## src/sv/binom_pkg.sv

```systemverilog
// Types and constants shared by the binomial coefficient block.
// No dependencies.
package binom_pkg;

  localparam int CNT_W  = 6;            // width of n, k and the loop counters
  localparam int COEF_W = 59;           // width of the coefficient
  localparam int DIVD_W = 64;           // width of the running product / dividend
  localparam int PROD_W = COEF_W + CNT_W;
  localparam int BIT_W  = $clog2(DIVD_W);
  localparam int REM_W  = CNT_W;

  localparam logic [BIT_W-1:0]  DIV_LAST = BIT_W'(DIVD_W - 1);
  localparam logic [COEF_W-1:0] COEF_ONE = COEF_W'(1);
  localparam logic [COEF_W-1:0] COEF_SAT = {COEF_W{1'b1}};

  typedef enum logic [1:0] {
    ST_IDLE,
    ST_MUL,
    ST_DIV,
    ST_DONE
  } binom_state_t;

endpackage

```

## src/sv/binom_ifs.sv

```systemverilog
// Valid/ready channels for the binomial coefficient block.
// Depends on binom_pkg.
interface binom_in_if import binom_pkg::*; ();
  logic             valid;
  logic             ready;
  logic [CNT_W-1:0] total_count;
  logic [CNT_W-1:0] chosen_count;

  modport source (output valid, total_count, chosen_count, input ready);
  modport sink (input valid, total_count, chosen_count, output ready);
endinterface

interface binom_out_if import binom_pkg::*; ();
  logic              valid;
  logic              ready;
  logic [COEF_W-1:0] coefficient;

  modport source (output valid, coefficient, input ready);
  modport sink (input valid, coefficient, output ready);
endinterface

```

## src/sv/binomial_coefficient_top.sv

```systemverilog
// Binomial coefficient C(n,k): a shared multiply step and a one-bit-per-cycle
// restoring divider, run k' = min(k, n-k) times as r = r*(n-i)/(i+1).
// No multiply or divide steps when k = 0, k >= n or n > MAX_N; else k' passes, each a
// multiply step followed by the 64-step divider loop (k' is at most 31).
// Input ready only when idle: no new pair is taken while one is in progress.
// Reset (rst_n low, synchronous) clears the sequencer and the output valid.
module binomial_coefficient_top import binom_pkg::*; #(
  parameter int MAX_N = 62
) (
  input  logic              clk,
  input  logic              rst_n,
  binom_in_if.sink          in_ch,
  binom_out_if.source       out_ch
);

  binom_state_t       state_r, state_nxt;
  logic [CNT_W-1:0]   n_r, n_nxt;
  logic [CNT_W-1:0]   kk_r, kk_nxt;
  logic [CNT_W-1:0]   i_r, i_nxt;
  logic [COEF_W-1:0]  r_r, r_nxt;
  logic [DIVD_W-1:0]  q_r, q_nxt;
  logic [REM_W-1:0]   rem_r, rem_nxt;
  logic [BIT_W-1:0]   bit_r, bit_nxt;
  logic               out_valid_r, out_valid_nxt;
  logic [COEF_W-1:0]  out_coef_r, out_coef_nxt;

  logic [CNT_W-1:0]   diff_w;
  logic [CNT_W-1:0]   fac_w;
  logic [CNT_W-1:0]   div_w;
  logic [PROD_W-1:0]  prod_w;
  logic [REM_W:0]     trial_w;
  logic               qbit_w;
  logic [REM_W:0]     sub_w;
  logic [DIVD_W-1:0]  q_step_w;
  logic [CNT_W-1:0]   i_inc_w;

  assign diff_w   = in_ch.total_count - in_ch.chosen_count;
  assign fac_w    = n_r - i_r;
  assign i_inc_w  = i_r + CNT_W'(1);
  assign div_w    = i_inc_w;
  assign prod_w   = r_r * fac_w;
  assign trial_w  = {rem_r, q_r[DIVD_W-1]};
  assign qbit_w   = trial_w >= {1'b0, div_w};
  assign sub_w    = trial_w - {1'b0, div_w};
  assign q_step_w = {q_r[DIVD_W-2:0], qbit_w};

  assign in_ch.ready        = (state_r == ST_IDLE);
  assign out_ch.valid       = out_valid_r;
  assign out_ch.coefficient = out_coef_r;

  always_comb begin
    state_nxt     = state_r;
    n_nxt         = n_r;
    kk_nxt        = kk_r;
    i_nxt         = i_r;
    r_nxt         = r_r;
    q_nxt         = q_r;
    rem_nxt       = rem_r;
    bit_nxt       = bit_r;
    out_coef_nxt  = out_coef_r;
    out_valid_nxt = out_valid_r && !out_ch.ready;
    unique case (state_r)
      ST_IDLE: begin
        if (in_ch.valid) begin
          n_nxt = in_ch.total_count;
          i_nxt = '0;
          r_nxt = COEF_ONE;
          kk_nxt = (diff_w < in_ch.chosen_count) ? diff_w : in_ch.chosen_count;
          priority if (in_ch.chosen_count == '0 ||
                       in_ch.chosen_count > in_ch.total_count) begin
            state_nxt = ST_DONE;
          end else if (in_ch.total_count > CNT_W'(MAX_N)) begin
            r_nxt     = COEF_SAT;
            state_nxt = ST_DONE;
          end else if (in_ch.chosen_count == in_ch.total_count) begin
            state_nxt = ST_DONE;
          end else begin
            state_nxt = ST_MUL;
          end
        end
      end
      ST_MUL: begin
        q_nxt     = prod_w[DIVD_W-1:0];
        rem_nxt   = '0;
        bit_nxt   = '0;
        state_nxt = ST_DIV;
      end
      ST_DIV: begin
        q_nxt   = q_step_w;
        rem_nxt = qbit_w ? sub_w[REM_W-1:0] : trial_w[REM_W-1:0];
        bit_nxt = bit_r + BIT_W'(1);
        if (bit_r == DIV_LAST) begin
          r_nxt     = q_step_w[COEF_W-1:0];
          i_nxt     = i_inc_w;
          state_nxt = (i_inc_w == kk_r) ? ST_DONE : ST_MUL;
        end
      end
      ST_DONE: begin
        if (!out_valid_r || out_ch.ready) begin
          out_coef_nxt  = r_r;
          out_valid_nxt = 1'b1;
          state_nxt     = ST_IDLE;
        end
      end
      default: state_nxt = ST_IDLE;
    endcase
  end

  always_ff @(posedge clk) begin
    if (!rst_n) begin
      state_r     <= ST_IDLE;
      out_valid_r <= 1'b0;
    end else begin
      state_r     <= state_nxt;
      out_valid_r <= out_valid_nxt;
    end
  end

  always_ff @(posedge clk) begin
    n_r        <= n_nxt;
    kk_r       <= kk_nxt;
    i_r        <= i_nxt;
    r_r        <= r_nxt;
    q_r        <= q_nxt;
    rem_r      <= rem_nxt;
    bit_r      <= bit_nxt;
    out_coef_r <= out_coef_nxt;
  end

`ifndef SYNTHESIS
  // each step divides exactly
  a_exact_div: assert property (@(posedge clk) disable iff (!rst_n)
    (state_r == ST_DIV && bit_r == DIV_LAST) |=> (rem_r == '0))
    else $error("nonzero remainder after division step");

  // quotient fits the coefficient width
  a_quot_fits: assert property (@(posedge clk) disable iff (!rst_n)
    (state_r == ST_DIV && bit_r == DIV_LAST) |-> (q_step_w[DIVD_W-1:COEF_W] == '0))
    else $error("quotient overflows coefficient");

  // running product fits the dividend
  a_prod_fits: assert property (@(posedge clk) disable iff (!rst_n)
    (state_r == ST_MUL) |-> (prod_w[PROD_W-1:DIVD_W] == '0))
    else $error("product overflows dividend");

  // no result is dropped while one waits
  a_out_hold: assert property (@(posedge clk) disable iff (!rst_n)
    (state_r == ST_DONE && out_valid_r && !out_ch.ready) |=> (state_r == ST_DONE))
    else $error("result lost under stall");
`endif

endmodule
```

## src/flat_wrapper.sv

```systemverilog
// flat-port wrapper written by rule: the top's interface ports become plain ports
module binomial_coefficient_top_flat import binom_pkg::*;
#(
  parameter int MAX_N = 62
)
  (clk, rst_n, in_ch_valid, in_ch_total_count, in_ch_chosen_count, in_ch_ready, out_ch_valid, out_ch_coefficient, out_ch_ready);
  binom_in_if in_ch_i ();
  binom_out_if out_ch_i ();
  input  logic clk;
  input  logic rst_n;
  input wire logic [$bits(in_ch_i.valid)-1:0] in_ch_valid;
  input wire logic [$bits(in_ch_i.total_count)-1:0] in_ch_total_count;
  input wire logic [$bits(in_ch_i.chosen_count)-1:0] in_ch_chosen_count;
  output wire logic [$bits(in_ch_i.ready)-1:0] in_ch_ready;
  output wire logic [$bits(out_ch_i.valid)-1:0] out_ch_valid;
  output wire logic [$bits(out_ch_i.coefficient)-1:0] out_ch_coefficient;
  input wire logic [$bits(out_ch_i.ready)-1:0] out_ch_ready;
  assign in_ch_i.valid = in_ch_valid;
  assign in_ch_i.total_count = in_ch_total_count;
  assign in_ch_i.chosen_count = in_ch_chosen_count;
  assign in_ch_ready = in_ch_i.ready;
  assign out_ch_valid = out_ch_i.valid;
  assign out_ch_coefficient = out_ch_i.coefficient;
  assign out_ch_i.ready = out_ch_ready;
  binomial_coefficient_top #(.MAX_N(MAX_N)) u_core (.clk(clk), .rst_n(rst_n), .in_ch(in_ch_i), .out_ch(out_ch_i));
endmodule
```

## config.mk

```make
export PLATFORM = sky130hd
export DESIGN_NAME = binomial_coefficient_top_flat
export DESIGN_NICKNAME = d
export VERILOG_FILES = /design/src/sv/binom_pkg.sv /design/src/sv/binom_ifs.sv /design/src/sv/binomial_coefficient_top.sv /design/src/flat_wrapper.sv
export SDC_FILE = /design/constraint.sdc
export NUM_CORES = 1
export LEC_CHECK = 0
export CAP_MARGIN = 20
export CORE_ASPECT_RATIO = 1.2
export CORE_MARGIN = 8
export CORE_UTILIZATION = 25
export DETAILED_ROUTE_END_ITERATION = 7
export DONT_BUFFER_PORTS = 1
export PLACE_DENSITY = 0.41
export SETUP_SLACK_MARGIN = 0.15
export SYNTH_ARGS = -nofsm -noshare
export SYNTH_HDL_FRONTEND = slang
export SYNTH_SLANG_ARGS = --single-unit
export TNS_END_PERCENT = 100
```

## constraint.sdc

```tcl
create_clock -name clk -period 9.4 [get_ports clk]
set_input_delay 0.47 -clock clk [delete_from_list [all_inputs] [get_ports clk]]
set_output_delay 0.47 -clock clk [all_outputs]
set_load 0.02 [all_outputs]
```

After elaboration in Yosys (flattened, before gate mapping):

Cells that the tools add are included.

* input bits: 16
* register bits: 215
* logic and storage cells: 65
* output and inout port bits: 61

* add/subtract/negate cells: 5
* $mul: 1
* muxes and demuxes: 23
* reduce and logical (&&, ||, !) cells: 13
* order comparisons: 4
* equal/unequal tests: 9

Operator list (number)
* 59-bit two-way mux: 4
* 64-bit case mux with 2 select lines: 1
* 59-bit case mux with 2 select lines: 1
* 59-bit by 6-bit multiplier with 64-bit output: 1
* 6-bit case mux with 2 select lines: 3
* 6-bit two-way mux: 4
* 6-bit subtractor: 3
* 2-bit two-way mux: 7
* 6-bit by 1-bit adder with 6-bit output, second input constant: 2
* 6-bit equality test: 2
* 2-bit case mux with 4 select lines: 1
* 7-bit by 6-bit greater-or-equal comparator with 1-bit output: 1
* 6-bit equality test, second input constant: 1
* 6-bit > comparator: 1
* 6-bit > comparator, second input constant: 1
* 6-bit logical NOT: 1
* 6-bit less-than comparator: 1
* 3-bit AND reduction: 2
* 2-bit equality test, second input constant: 2
* 2-bit by 1-bit != test with 1-bit output, second input constant: 2
* 2-bit AND reduction: 2
* 2-bit nonzero test: 2
* 2-bit by 1-bit equality test with 1-bit output, second input constant: 1
* 1-bit logical NOT: 2
* 5 further kinds: 7

Logic depth before layout (Yosys ltp):

* depth after elaboration: 6
* mapped depth: 28
* depth with buffers taken out: 25

Least setup slack after synthesis:

OpenSTA, ideal clock, no wires.

* path kind: register -> register
* start: register u_core.i_r[1]
* end: register u_core.q_r[56], data pin
* library setup time: 261 ps
* cell stages (with the launch flop): 27
* slack: 3248 ps
* arrival time: 5890 ps
* cell sequence: edfxtp_1 > inv_1 > ha_1 > a21o_1 > a21oi_1 > o21bai_1 > a21oi_1 > xnor2_1 > clkbuf_1 > clkbuf_1 > and2_1 > fa_1 > inv_1 > fa_1 > fa_1 > inv_1 > ha_1 > clkbuf_1 > o21ai_0 > a221oi_1 > a21oi_1 > a2111oi_0 > nor2_1 > o31a_1 > o21ai_2 > mux2i_1 > nand3_1

* longest elaborated chain between the ends: 3

Ends and longest elaborated chain
* from (decl): line binomial_coefficient_top.sv:19 `logic [CNT_W-1:0] i_r, i_nxt;`
* from (signal assigned): line binomial_coefficient_top.sv:122 `i_r <= i_nxt;`
* 6-bit subtractor: line binomial_coefficient_top.sv:38 `assign fac_w = n_r - i_r;`
* 59-bit by 6-bit multiplier with 64-bit output: line binomial_coefficient_top.sv:41 `assign prod_w = r_r * fac_w;`
* 64-bit case mux with 2 select lines: line binomial_coefficient_top.sv:62 `unique case (state_r)`
* via u_core.q_nxt[56]: line binomial_coefficient_top.sv:21 `logic [DIVD_W-1:0] q_r, q_nxt;`
* to (signal assigned): line binomial_coefficient_top.sv:124 `q_r <= q_nxt;`
* to (decl): line binomial_coefficient_top.sv:21

The timed path passes the listed nets, and every way through them passes these cells.
A chain may end at the register's enable or synchronous reset.

Worst setup path in the final report:

* start: register u_core.i_r[0]
* end: register u_core.q_r[61], data pin

The elaborated chain is that of the path after synthesis.

==> impl_metrics.ini <==
[synth]
synth_xor_xnor_area_share_pct = 3.48
syn_avg_cell_area_um2 = 9.91
synth-simple-area-share_pct = 17.9
synth_mux_area_share_pct = 0.302
netlist.area_leader.share_pct = 32.0
synth_compound_area_share_pct = 9.66
synth_top_area_cell = edfxtp_1
synth_adder_area_share_pct = 29.5
synth_edf_count = 212
syn_inst = 2009
synth_cell_types = 73
synth_top_family_by_area = adder cells
synth-seq-cells = 215
synth_flop_cell = edfxtp_1
synth_area_um2 = 19900
syn_nets = 2356
ys_top_cells_by_area = edfxtp_1, fa_1, ha_1, nand2_1, and2_1
yosys_warnings = 0
async_reset_ff_share_pct = 0
synth-seq-area-share_pct = 32.3

[min_path]
hp-class = in -> reg
min_to = u_core.kk_r[0]
hold_depth = 2
hp-start = in_ch_chosen_count[0]

[placed_design]
pre_cts_ws_ps = 2010
hpwl_um = 39000
port_buffers = 0
placed_cells_incl_taps = 2977
gp_congestion = 0.793

[grt]
grt_max_degree = 95
grt_pass1_vias = 15300
antenna_found_initial = 7
grt_pass1_wl_um = 86600
grtUsageTotal_pct = 12.0
grt-ovfl-total = 0

[critical_path]
reg2reg_depth = 21
criticalPathCategory = reg -> reg
worstSetupStartpointType = flop
crit_path_top_delay_cell = xor2_4
r2r_end = u_core.q_r[61]
cp.buffers_inverters = 3
arrival_ps = 7640
rrSetupSlack_ps = 2110
crit_family = adder cells
crit_top_cell = fa_1
cp_cell_sequence = ha_2 > inv_1 > fa_2 > xor2_4 > buf_4 > nand2_1 > fa_1 > fa_1 > inv_1 > fa_1 > ha_1 > a21oi_2 > a21boi_1 > a2111oi_4 > a221oi_1 > o21ai_1 > a31oi_2 > a211oi_2 > o21ai_2 > mux2i_1 > nor4_1
path_max_fanout = 25
cp_data_required_time_ps = 9760
rr_startpoint = u_core.i_r[0]
worst_setup_path_end_kind = flop
critPathMaxStageDelay_ps = 750

[timing]
clock_skew_ps = 12.8
fin_crit_sh_pct = 77.5
rsz0062_at_grt = false
slew_headroom_pct = 28.4
final.min_clock_period_ps = 7290
setup_ws_ps = 2110
final.setup.tns_ps = 0
worstMarginPinSlew_ps = 1070
hold_viol_final = 0
setup_viol = 0
fmax_mhz = 137
slew_viol_final = 0

[drt]
first_pass_iters = 5
drt.antenna.violating_nets = 0
avgViaCountPerCell = 4.55
drt-initial-drc-count = 609
routedWlPerCell_um = 17.5
wl_um = 53400
num_vias = 13800
drc = 0

[clock_tree]
clock-root-buffer = clkbuf_16
cts_resized = 0
htree_levels = 1
cts_tree = yes
insertion_delay_ps = 580
path_clk_slew_ps = 60
clock_sinks = 215
cts_buffers = 30
clk_path_buf_depth = 3

[floorplan]
rows = 113
start_util_pct = 25.2
io_pins = 77
die_w_um = 274
coreArea_um2 = 79000
die_area_um2 = 88900
die_h_um = 325

[final_layout]
area_growth_pct = 11.3
drive_above_1_share_pct = 4.64
stdcell_count = 3041
nets = 2328
fillers = 8307

[job]
cap_viol_max_count = 0

[run_status]
outcome = complete, no violations
repair_timing:
item | in CTS | in global routing
endpoints found under the hold margin | 9 | 0
hold buffers | 7 | 0
setup endpoints to repair | 0 | 0
setup buffers | 0 | 0
worst reg2reg max path, stage by stage, from the launching register on:
cell	delay, ps
edfxtp_1	450
ha_2	200
inv_1	60
fa_2	400
xor2_4	750
buf_4	460
nand2_1	140
fa_1	530
fa_1	500
inv_1	60
fa_1	480
ha_1	390
a21oi_2	250
a21boi_1	130
a2111oi_4	460
a221oi_1	220
o21ai_1	330
a31oi_2	190
a211oi_2	430
o21ai_2	120
mux2i_1	150
nor4_1	380
cell usage after synthesis (all sizes together) (15+ instances only):
master,number
nand3,22
fa,231
a21o,35
nand2,305
clkbuf,72
nand4,23
o21ai,104
inv,280
ha,100
nand2b,60
edfxtp,212
a21oi,73
nor2,67
nor2b,15
and2,179
xnor2,47
xor2,32
worst max path at each step:
stage / slack [ps] / cells past startpoint / endpoint / startpoint
finish: 2110 / 21 / u_core.q_r[61] / u_core.i_r[0]
global route: 1600 / 21 / u_core.q_r[61] / u_core.i_r[0]
CTS: 1970 / 21 / u_core.q_r[61] / u_core.i_r[0]
detailed placement: 2010 / 21 / u_core.q_r[61] / u_core.i_r[0]
global placement: 2120 / 21 / u_core.q_r[61] / u_core.i_r[0]
floorplan: 3250 / 26 / u_core.q_r[56] / u_core.i_r[1]
layer usage:
metal	GRT usage, %	part of all wire [%]
met5	0	0.028
met4	2.98	2.1
met3	1.87	4.3
met2	21.0	50
met1	15.2	43
area by class of cell:
type / count / area, um2 / share of cell area [%]
clock buffer: 39 / 816 / 3.68
tap: 1035 / 1290 / 5.84
inverter: 281 / 1050 / 4.76
antenna: 2 / 5.00 / 0.0226
sequential: 215 / 6430 / 29.0
clock inverter: 16 / 191 / 0.864
timing repair buffer: 20 / 168 / 0.757
multi-input combinational: 1433 / 12200 / 55.1
placed cells by master (no fill, tap or decap), types with 8 or more instances in the layout:
master and count:
buf_4 13, nand3_1 21, nand2b_1 60, o21a_1 10, clkbuf_16 31, and3_1 9
ha_1 97, a31oi_1 8, nand4_1 23, and2_1 179, edfxtp_1 212, inv_1 280
o21bai_1 13, xor2_1 31, nor3_1 12, nor2_1 66, a21o_1 35, nand2_1 305
o21ai_0 97, fa_1 230, nor2b_1 14, a21oi_1 70, xnor2_1 44, a211oi_1 9
state kept, by name (all words and copies together), names as in the netlist:
name and count:
u_core.n_r 6, u_core.r_r 59, u_core.out_ch.coefficient 59, u_core.kk_r 6
u_core.rem_r 6, u_core.i_r 6, u_core.state_r 2, u_core.q_r 64
u_core.bit_r 6, u_core.out_ch.valid 1
per-stage QoR:
stage / hold WS (ps) / area (um2) / utilization (%)
after global routing: 134 / 22200 / 28.0
final: 153 / 22200 / 28.0
after detailed placement: 514 / 21100 / 26.7
after floorplan: 485 / 19900 / -
after global placement: 512 / 21100 / 26.7
after CTS: 114 / 22200 / 28.0
logic make-up (layout without fill, tap and decap cells):
logic type / after synthesis / count (layout)
buffers and inverters: 361 / 356
flip-flops: 215 / 215
AND/OR/NAND/NOR: 716 / 716
adder cells (fa/ha/maj): 331 / 331
XOR/XNOR: 79 / 79
multiplexers: 6 / 6
AO/OA/AOI/OAI: 301 / 301
other: 0 / 2
Power is not shown: default switching activity piles up to over one toggle a cycle in this logic, so the estimate is an artifact.
